## config.mk

```make
export PLATFORM = sky130hd
export DESIGN_NAME = fader_sample_conditioner
export DESIGN_NICKNAME = d
export VERILOG_FILES = /design/src/fsc_pkg.sv /design/src/fsc_div10.sv /design/src/fsc_ramp_gen.sv /design/src/fader_sample_conditioner.sv
export SDC_FILE = /design/constraint.sdc
export NUM_CORES = 1
export LEC_CHECK = 0
export ABC_AREA = 1
export ABC_CLOCK_PERIOD_IN_PS = 8100
export BUFFER_PORTS_ARGS = -buffer_cell sky130_fd_sc_hd__buf_2
export CORE_MARGIN = 10
export CORE_UTILIZATION = 47
export CTS_CLUSTER_SIZE = 14
export DETAILED_ROUTE_END_ITERATION = 8
export MAX_ROUTING_LAYER = met4
export PLACE_DENSITY = 0.69
export SLEW_MARGIN = 20
export SYNTH_ARGS = -nofsm -noshare
export SYNTH_HDL_FRONTEND = slang
export SYNTH_HIERARCHICAL = 1
export SYNTH_SLANG_ARGS = --single-unit
```

## constraint.sdc

```tcl
create_clock -name clock -period 8.1 [get_ports clock]
set_input_delay 0.405 -clock clock [delete_from_list [all_inputs] [get_ports clock]]
set_output_delay 0.405 -clock clock [all_outputs]
set_load 0.005 [all_outputs]
```

## src/fsc_pkg.sv

```systemverilog
// ----------------------------------------------------------------------------
// fsc_pkg: shared types and constants for the fader sample conditioner
// Register codes, LED bar bounds, and the control structs that pass between
// the sequencer, the divide unit and the ramp generator.
// ----------------------------------------------------------------------------
package fsc_pkg;

   localparam int SAMPLE_W = 12;
   localparam int VOL_W    = 7;
   localparam int CNT_W    = 2;
   localparam int NUM_W    = 16;   // sample + 9*smoothed fits in 16 bits
   localparam int TOTAL_W  = 8;    // ramp length, up to 128 values
   localparam int CSR_IDX_W = 2;

   localparam logic [CSR_IDX_W-1:0] CSR_MIN_DELTA = 2'd0;
   localparam logic [CSR_IDX_W-1:0] CSR_SNAP_THR  = 2'd1;

   localparam logic [VOL_W-1:0]    MIN_DELTA_RST = 7'd5;
   localparam logic [SAMPLE_W-1:0] SNAP_THR_RST  = 12'd10;
   localparam logic [VOL_W-1:0]    VOL_MAX       = 7'd127;

   // ceil(2^19 / 10); floor(n * RECIP_10 >> 19) equals n / 10 for n below 2^18
   localparam logic [NUM_W-1:0]    RECIP_10      = 16'd52429;
   localparam int                  RECIP_SHIFT   = 19;

   localparam logic [SAMPLE_W-1:0] BAR_BOUNDS [12] = '{
      12'd75, 12'd175, 12'd575, 12'd1000, 12'd1475, 12'd1850,
      12'd2300, 12'd2700, 12'd3250, 12'd3725, 12'd3950, 12'd4000
   };

   typedef struct packed {
      logic             start;
      logic [NUM_W-1:0] numer;
   } div_cmd_type;

   typedef struct packed {
      logic                done;
      logic [SAMPLE_W-1:0] quot;
   } div_stat_type;

   typedef struct packed {
      logic                load;
      logic [VOL_W-1:0]    start_vol;
      logic [TOTAL_W-1:0]  total;     // zero means no ramp, status only
      logic                up;
      logic [SAMPLE_W-1:0] bar;
   } ramp_cmd_type;

   typedef struct packed {
      logic busy;
   } ramp_stat_type;

   // bounds are sorted, so LED k is lit exactly when raw is below bound 11-k
   function automatic logic [SAMPLE_W-1:0] bar_of(input logic [SAMPLE_W-1:0] raw);
      logic [SAMPLE_W-1:0] m;
      for (int k = 0; k < SAMPLE_W; k++) begin
         m[k] = (raw < BAR_BOUNDS[SAMPLE_W-1-k]);
      end
      return m;
   endfunction

endpackage

```

## src/fsc_div10.sv

```systemverilog
// ----------------------------------------------------------------------------
// fsc_div10: divide by ten
// Reciprocal multiplication in two stages: the numerator is registered, then
// multiplied by the scaled reciprocal and shifted down.
// ----------------------------------------------------------------------------
module fsc_div10 (
   input  logic                 clock,
   input  logic                 reset,
   input  fsc_pkg::div_cmd_type cmd,
   output fsc_pkg::div_stat_type stat
);

   logic                          stage_ff, stage_in;
   logic                          done_ff, done_in;
   logic [fsc_pkg::NUM_W-1:0]     num_ff, num_in;
   logic [fsc_pkg::SAMPLE_W-1:0]  quot_ff, quot_in;
   logic [31:0]                   prod;

   assign prod = 32'(num_ff) * 32'(fsc_pkg::RECIP_10);

   always_comb begin
      stage_in = cmd.start;
      done_in  = stage_ff;
      num_in   = cmd.start ? cmd.numer : num_ff;
      // quotient never exceeds 4095 for the numerators used here
      quot_in  = stage_ff
               ? prod[fsc_pkg::RECIP_SHIFT+fsc_pkg::SAMPLE_W-1:fsc_pkg::RECIP_SHIFT]
               : quot_ff;
   end

   always_ff @(posedge clock) begin
      if (reset) begin
         stage_ff <= 1'b0;
         done_ff  <= 1'b0;
      end else begin
         stage_ff <= stage_in;
         done_ff  <= done_in;
      end
      num_ff  <= num_in;
      quot_ff <= quot_in;
   end

   assign stat.done = done_ff;
   assign stat.quot = quot_ff;

endmodule

```

## src/fsc_ramp_gen.sv

```systemverilog
// ----------------------------------------------------------------------------
// fsc_ramp_gen: volume ramp output stage
// Steps through the ramp two volumes per result and holds each result until
// the downstream side takes it.
// ----------------------------------------------------------------------------
module fsc_ramp_gen (
   input  logic                          clock,
   input  logic                          reset,
   input  fsc_pkg::ramp_cmd_type         cmd,
   output fsc_pkg::ramp_stat_type        stat,
   output logic                          rsp_valid,
   input  logic                          rsp_ready,
   output logic [fsc_pkg::VOL_W-1:0]     rsp_vol_first,
   output logic [fsc_pkg::VOL_W-1:0]     rsp_vol_second,
   output logic [fsc_pkg::CNT_W-1:0]     rsp_vol_count,
   output logic [fsc_pkg::SAMPLE_W-1:0]  rsp_bar_mask,
   output logic                          rsp_last
);

   logic                          valid_ff, valid_in;
   logic [fsc_pkg::VOL_W-1:0]     cur_ff, cur_in;
   logic [fsc_pkg::TOTAL_W-1:0]   rem_ff, rem_in;
   logic                          up_ff, up_in;
   logic [fsc_pkg::SAMPLE_W-1:0]  bar_ff, bar_in;
   logic                          is_last;
   logic                          two;

   assign is_last = (rem_ff <= 8'd2);
   assign two     = (rem_ff >= 8'd2);

   always_comb begin
      valid_in = valid_ff;
      cur_in   = cur_ff;
      rem_in   = rem_ff;
      up_in    = up_ff;
      bar_in   = bar_ff;
      if (cmd.load) begin
         valid_in = 1'b1;
         cur_in   = cmd.start_vol;
         rem_in   = cmd.total;
         up_in    = cmd.up;
         bar_in   = cmd.bar;
      end else if (valid_ff && rsp_ready) begin
         if (is_last) begin
            valid_in = 1'b0;
         end else begin
            cur_in = up_ff ? cur_ff + 7'd2 : cur_ff - 7'd2;
            rem_in = rem_ff - 8'd2;
         end
      end
   end

   always_ff @(posedge clock) begin
      if (reset) begin
         valid_ff <= 1'b0;
      end else begin
         valid_ff <= valid_in;
      end
      cur_ff <= cur_in;
      rem_ff <= rem_in;
      up_ff  <= up_in;
      bar_ff <= bar_in;
   end

   assign stat.busy      = valid_ff;
   assign rsp_valid      = valid_ff;
   assign rsp_vol_first  = (rem_ff == '0) ? '0 : cur_ff;
   assign rsp_vol_second = !two ? '0 : (up_ff ? cur_ff + 7'd1 : cur_ff - 7'd1);
   assign rsp_vol_count  = (rem_ff == '0) ? 2'd0 : (two ? 2'd2 : 2'd1);
   assign rsp_bar_mask   = bar_ff;
   assign rsp_last       = is_last;

endmodule

```

## src/fader_sample_conditioner.sv

```systemverilog
// ----------------------------------------------------------------------------
// fader_sample_conditioner: fader smoothing, volume ramp and LED bar
// One request in, one or more results out: a volume ramp two steps a result.
// ----------------------------------------------------------------------------
// Flow: on a snap a request goes to ST_VOL and loads the ramp generator; else
//   it waits in ST_DIV for the two-stage divide-by-ten unit that smooths it.
// Throughput: one request at a time; results follow one per cycle while
//   accepted, up to 64, and req_ready returns after the ramp generator goes idle.
// Reset: synchronous; clears state, loads min_delta 5 and snap_threshold 10.
module fader_sample_conditioner (
   input  logic                                clock,
   input  logic                                reset,
   input  logic                                req_valid,
   output logic                                req_ready,
   input  logic [fsc_pkg::SAMPLE_W-1:0]        req_adc_sample,
   output logic                                rsp_valid,
   input  logic                                rsp_ready,
   output logic [fsc_pkg::VOL_W-1:0]           rsp_vol_first,
   output logic [fsc_pkg::VOL_W-1:0]           rsp_vol_second,
   output logic [fsc_pkg::CNT_W-1:0]           rsp_vol_count,
   output logic [fsc_pkg::SAMPLE_W-1:0]        rsp_bar_mask,
   output logic                                rsp_last,
   input  logic                                csr_valid,
   output logic                                csr_ready,
   input  logic [fsc_pkg::CSR_IDX_W-1:0]       csr_index,
   input  logic [fsc_pkg::SAMPLE_W-1:0]        csr_wdata
);

   typedef enum logic [3:0] {
      ST_IDLE = 4'b0001,
      ST_DIV  = 4'b0010,
      ST_VOL  = 4'b0100,
      ST_EMIT = 4'b1000
   } seq_state_type;

   seq_state_type                  state_ff, state_in;
   logic [fsc_pkg::VOL_W-1:0]      min_delta_ff, min_delta_in;
   logic [fsc_pkg::SAMPLE_W-1:0]   snap_thr_ff, snap_thr_in;
   logic [fsc_pkg::SAMPLE_W-1:0]   smoothed_ff, smoothed_in;
   logic [fsc_pkg::VOL_W-1:0]      volume_ff, volume_in;
   logic [fsc_pkg::SAMPLE_W-1:0]   raw_ff, raw_in;

   fsc_pkg::div_cmd_type    div_cmd;
   fsc_pkg::div_stat_type   div_stat;
   fsc_pkg::ramp_cmd_type   ramp_cmd;
   fsc_pkg::ramp_stat_type  ramp_stat;

   logic                          req_fire;
   logic                          snap;
   logic [fsc_pkg::VOL_W-1:0]     new_vol;
   logic                          up;
   logic [fsc_pkg::VOL_W-1:0]     diff;
   logic                          update;

   assign req_ready = (state_ff == ST_IDLE);
   assign req_fire  = req_valid && req_ready;
   assign csr_ready = 1'b1;

   assign snap = ({1'b0, req_adc_sample} < ({1'b0, smoothed_ff} + {1'b0, snap_thr_ff}));

   assign new_vol = fsc_pkg::VOL_MAX - smoothed_ff[fsc_pkg::SAMPLE_W-1:5];
   assign up      = (new_vol >= volume_ff);
   assign diff    = up ? new_vol - volume_ff : volume_ff - new_vol;
   assign update  = (diff > min_delta_ff);

   // numerator = sample + 9 * smoothed
   assign div_cmd.start = req_fire && !snap;
   assign div_cmd.numer = {4'b0000, req_adc_sample} + {1'b0, smoothed_ff, 3'b000}
                        + {4'b0000, smoothed_ff};

   always_comb begin
      state_in     = state_ff;
      min_delta_in = min_delta_ff;
      snap_thr_in  = snap_thr_ff;
      smoothed_in  = smoothed_ff;
      volume_in    = volume_ff;
      raw_in       = raw_ff;
      ramp_cmd     = '0;
      if (csr_valid) begin
         case (csr_index)
            fsc_pkg::CSR_MIN_DELTA: min_delta_in = csr_wdata[fsc_pkg::VOL_W-1:0];
            fsc_pkg::CSR_SNAP_THR:  snap_thr_in  = csr_wdata;
            default: ;
         endcase
      end
      case (state_ff)
         ST_IDLE: begin
            if (req_fire) begin
               if (snap) begin
                  smoothed_in = req_adc_sample;
                  state_in    = ST_VOL;
               end else begin
                  state_in = ST_DIV;
               end
            end
         end
         ST_DIV: begin
            if (div_stat.done) begin
               smoothed_in = div_stat.quot;
               state_in    = ST_VOL;
            end
         end
         ST_VOL: begin
            ramp_cmd.load = 1'b1;
            if (update) begin
               volume_in          = new_vol;
               raw_in             = smoothed_ff;
               ramp_cmd.start_vol = volume_ff;
               ramp_cmd.total     = {1'b0, diff} + 8'd1;
               ramp_cmd.up        = up;
               ramp_cmd.bar       = fsc_pkg::bar_of(smoothed_ff);
            end else begin
               ramp_cmd.bar = fsc_pkg::bar_of(raw_ff);
            end
            state_in = ST_EMIT;
         end
         ST_EMIT: begin
            if (!ramp_stat.busy) begin
               state_in = ST_IDLE;
            end
         end
         default: state_in = ST_IDLE;
      endcase
   end

   always_ff @(posedge clock) begin
      if (reset) begin
         state_ff     <= ST_IDLE;
         min_delta_ff <= fsc_pkg::MIN_DELTA_RST;
         snap_thr_ff  <= fsc_pkg::SNAP_THR_RST;
         smoothed_ff  <= '0;
         volume_ff    <= '0;
         raw_ff       <= '0;
      end else begin
         state_ff     <= state_in;
         min_delta_ff <= min_delta_in;
         snap_thr_ff  <= snap_thr_in;
         smoothed_ff  <= smoothed_in;
         volume_ff    <= volume_in;
         raw_ff       <= raw_in;
      end
   end

   fsc_div10 u_div (
      .clock (clock),
      .reset (reset),
      .cmd   (div_cmd),
      .stat  (div_stat)
   );

   fsc_ramp_gen u_ramp (
      .clock          (clock),
      .reset          (reset),
      .cmd            (ramp_cmd),
      .stat           (ramp_stat),
      .rsp_valid      (rsp_valid),
      .rsp_ready      (rsp_ready),
      .rsp_vol_first  (rsp_vol_first),
      .rsp_vol_second (rsp_vol_second),
      .rsp_vol_count  (rsp_vol_count),
      .rsp_bar_mask   (rsp_bar_mask),
      .rsp_last       (rsp_last)
   );

endmodule

```

==> reports/metrics.yaml <==
synth_edf_count: 56
wirelength_um: 37200
netlist_area_mm2: 0.0133
postCtsSetupBuffers: 0
dpl.cell_count: 2209
drive_gt1_share_pct: 7.94
syn_inst: 1796
drc_errors: 0
avgSynthCellArea_um2: 7.43
crit_path_max_incr_delay_ns: 0.56
core_mm2: 0.0279
vias: 11700
mostFrequentLayoutCells: "429 x nand2_1, 363 x inv_1, 190 x ha_1"
setup_violations: 0
clock_latency_ns: 0.43
routedWlPerCell_um: 16.6
hold_viol: 0
grt_util_all_layers_pct: 21.6
synth_seq_cells: 113
antenna_found_initial: 1
die_w_um: 188
clock_path_buffers: 2
grt_max_degree: 45
io_buffers: 61
dieArea_mm2: 0.0355
finalCriticalPeriod_ns: 5.30
dp.final_hpwl_um: 30900
grt_overflow_total: 0
std_cell_rows: 61
cts_hold_buf: 0
required_ns: 8.28
post_cts_resized: 0
grt_pass1_vias: 11500
layout_commonest_cell: "nand2_1"
fin_worst_skew_ns: 0.0120
avgViaCountPerCell: 5.20
tightest_slew_ns: 0.974
hp-class: "in -> reg"
grt_pass1_wl_um: 59800
cts_tree: "done"
gp_congestion: 1.02
synth_nets: 2111
cts_made_buffers: 17
area_delta_synth_final_pct: 9.56
multi_input_area_mm2: 0.00898
maxSlewViolCount: 0
nets: 2165
clkTransAtPathRegs_ns: 0.06
slowest_stage: "fa_1"
setup_tns_ns: 0
drv_cap: 0
start_util_pct: 47.8
critPathCaptureType: "flip-flop"
path_max_fanout: 6
seq_area_mm2: 0.00282
htreeDepth: 4
stdcell_count: 2242
path_cells: "ha_1 > xor2_1 > ha_1 > fa_1 > inv_1 > fa_1 > inv_1 > fa_1 > inv_1 > fa_1 > inv_1 > ha_1 > nand2_2 > inv_1 > a21oi_2 > nand2_1 > inv_2 > nor2_2 > nor2_1 > nand2_1 > nand2_1 > nand2_1"
slew_headroom_pct: 35.0
fill_cells: 2739
start_kind: "flip-flop"
clock.fmax_ghz: 0.189
drtAntennaViolNets: 0
seq_area_frac_synth_pct: 21.2
worst-endpoint-arrival_ns: 5.49
root_buffer: "clkbuf_16"
async_reset_ff_share_pct: 0
yosysWarnings: 6
cp_common_cell: "inv_1"
ios: 63
status: "complete, no violations"
drt_iter0_drc: 840
die_h_um: 188
period_share_pct: 65.5
synth-main-ff-cell: "dfxtp_1"
cts.sinks: 113
rsz0062_at_grt: "false"
first_pass_iters: 6
critical_path_class: "reg -> reg"
yosysUniqueCellTypes: 49
## cell families (layout without fill, tap and decap cells)
family          Yosys count  in the layout  synth area share [%]
xor+xnor                 36             36                  2.36
compound gates          219            219                  9.12
other cells               1              2                0.0281
flops                   113            113                  21.2
simple gates            745            745                  23.8
buf+inv                 398            465                  11.6
fa+ha+maj               284            284                  31.9
## synthesized netlist by cell type (10+ instances only)
master	instances	area [um^2]
nand2_1	429	1610
xnor2_1	10	87.6
a21oi_1	100	500
clkbuf_1	18	67.6
fa_1	94	1880
nor2_2	18	113
dfxtp_1	57	1140
edfxtp_1	56	1680
nor3_1	18	90.1
nand4_1	16	100
xor2_1	26	228
nand3_1	63	315
nor2_1	170	638
ha_1	190	2380
o21ai_0	68	340
o21bai_1	11	82.6
inv_1	364	1370
## cell type report
| cell class | count | share of cell area (%) |
|---|---|---|
| Multi-Input combinational cell | 1285 | 61.4 |
| Sequential cell | 113 | 19.3 |
| Inverter | 368 | 9.50 |
| Tap cell | 378 | 3.24 |
| Clock buffer | 19 | 2.96 |
| Timing Repair Buffer | 65 | 2.29 |
| Clock inverter | 13 | 1.28 |
| Antenna cell | 1 | 0.0171 |
## flip-flops by register name, summed over array words and instances (netlist names), 4 cells and up
signal               count
u_div/num_ff            16
raw_ff                  12
smoothed_ff             12
snap_thr_ff             12
u_div/quot_ff           12
u_ramp/rsp_bar_mask     12
u_ramp/rem_ff            8
min_delta_ff             7
u_ramp/cur_ff            7
volume_ff                7
state_ff                 4
## layer usage
layer	track usage [%]	part of all wire, %	vias to the layer above
met3	3.73	7.3	39
met1	30.1	48	5451
met5	-	0	-
li1	-	-	5761
met4	4.95	1.3	0
met2	31.9	43	401
## metrics by stage
step | setup WS, ns | hold slack [ns] | util [%] | cell area, um^2
floorplan | 3.20 | 0.435 | - | 13300
global placement | 2.93 | 0.456 | 50.1 | 14000
detailed placement | 2.88 | 0.458 | 50.1 | 14000
CTS | 2.85 | 0.197 | 52.3 | 14600
global route | 2.47 | 0.219 | 52.3 | 14600
finish | 2.80 | 0.208 | 52.3 | 14600
## worst paths after layout
| kind | from | to | slack, ns | depth (start not counted) |
|---|---|---|---|---|
| max | u_div/num_ff[4] | u_div/quot_ff[9] | 2.80 | 22 |
| min | csr_wdata[0] | min_delta_ff[0] | 0.21 | 3 |
| max reg2reg | u_div/num_ff[4] | u_div/quot_ff[9] | 2.80 | 22 |
| min reg2reg | min_delta_ff[3] | min_delta_ff[3] | 0.47 | 2 |
## critical path, delay by kind of cell, from the launching register on
family / cells / cell delay (ns)
buf+inv: 6 / 0.35
flops: 1 / 0.51
simple gates: 7 / 0.56
xor+xnor: 1 / 0.19
fa+ha+maj: 7 / 3.29
compound gates: 1 / 0.15
Power is not shown: default switching activity piles up to over one toggle a cycle in this logic, so the estimate is an artifact.
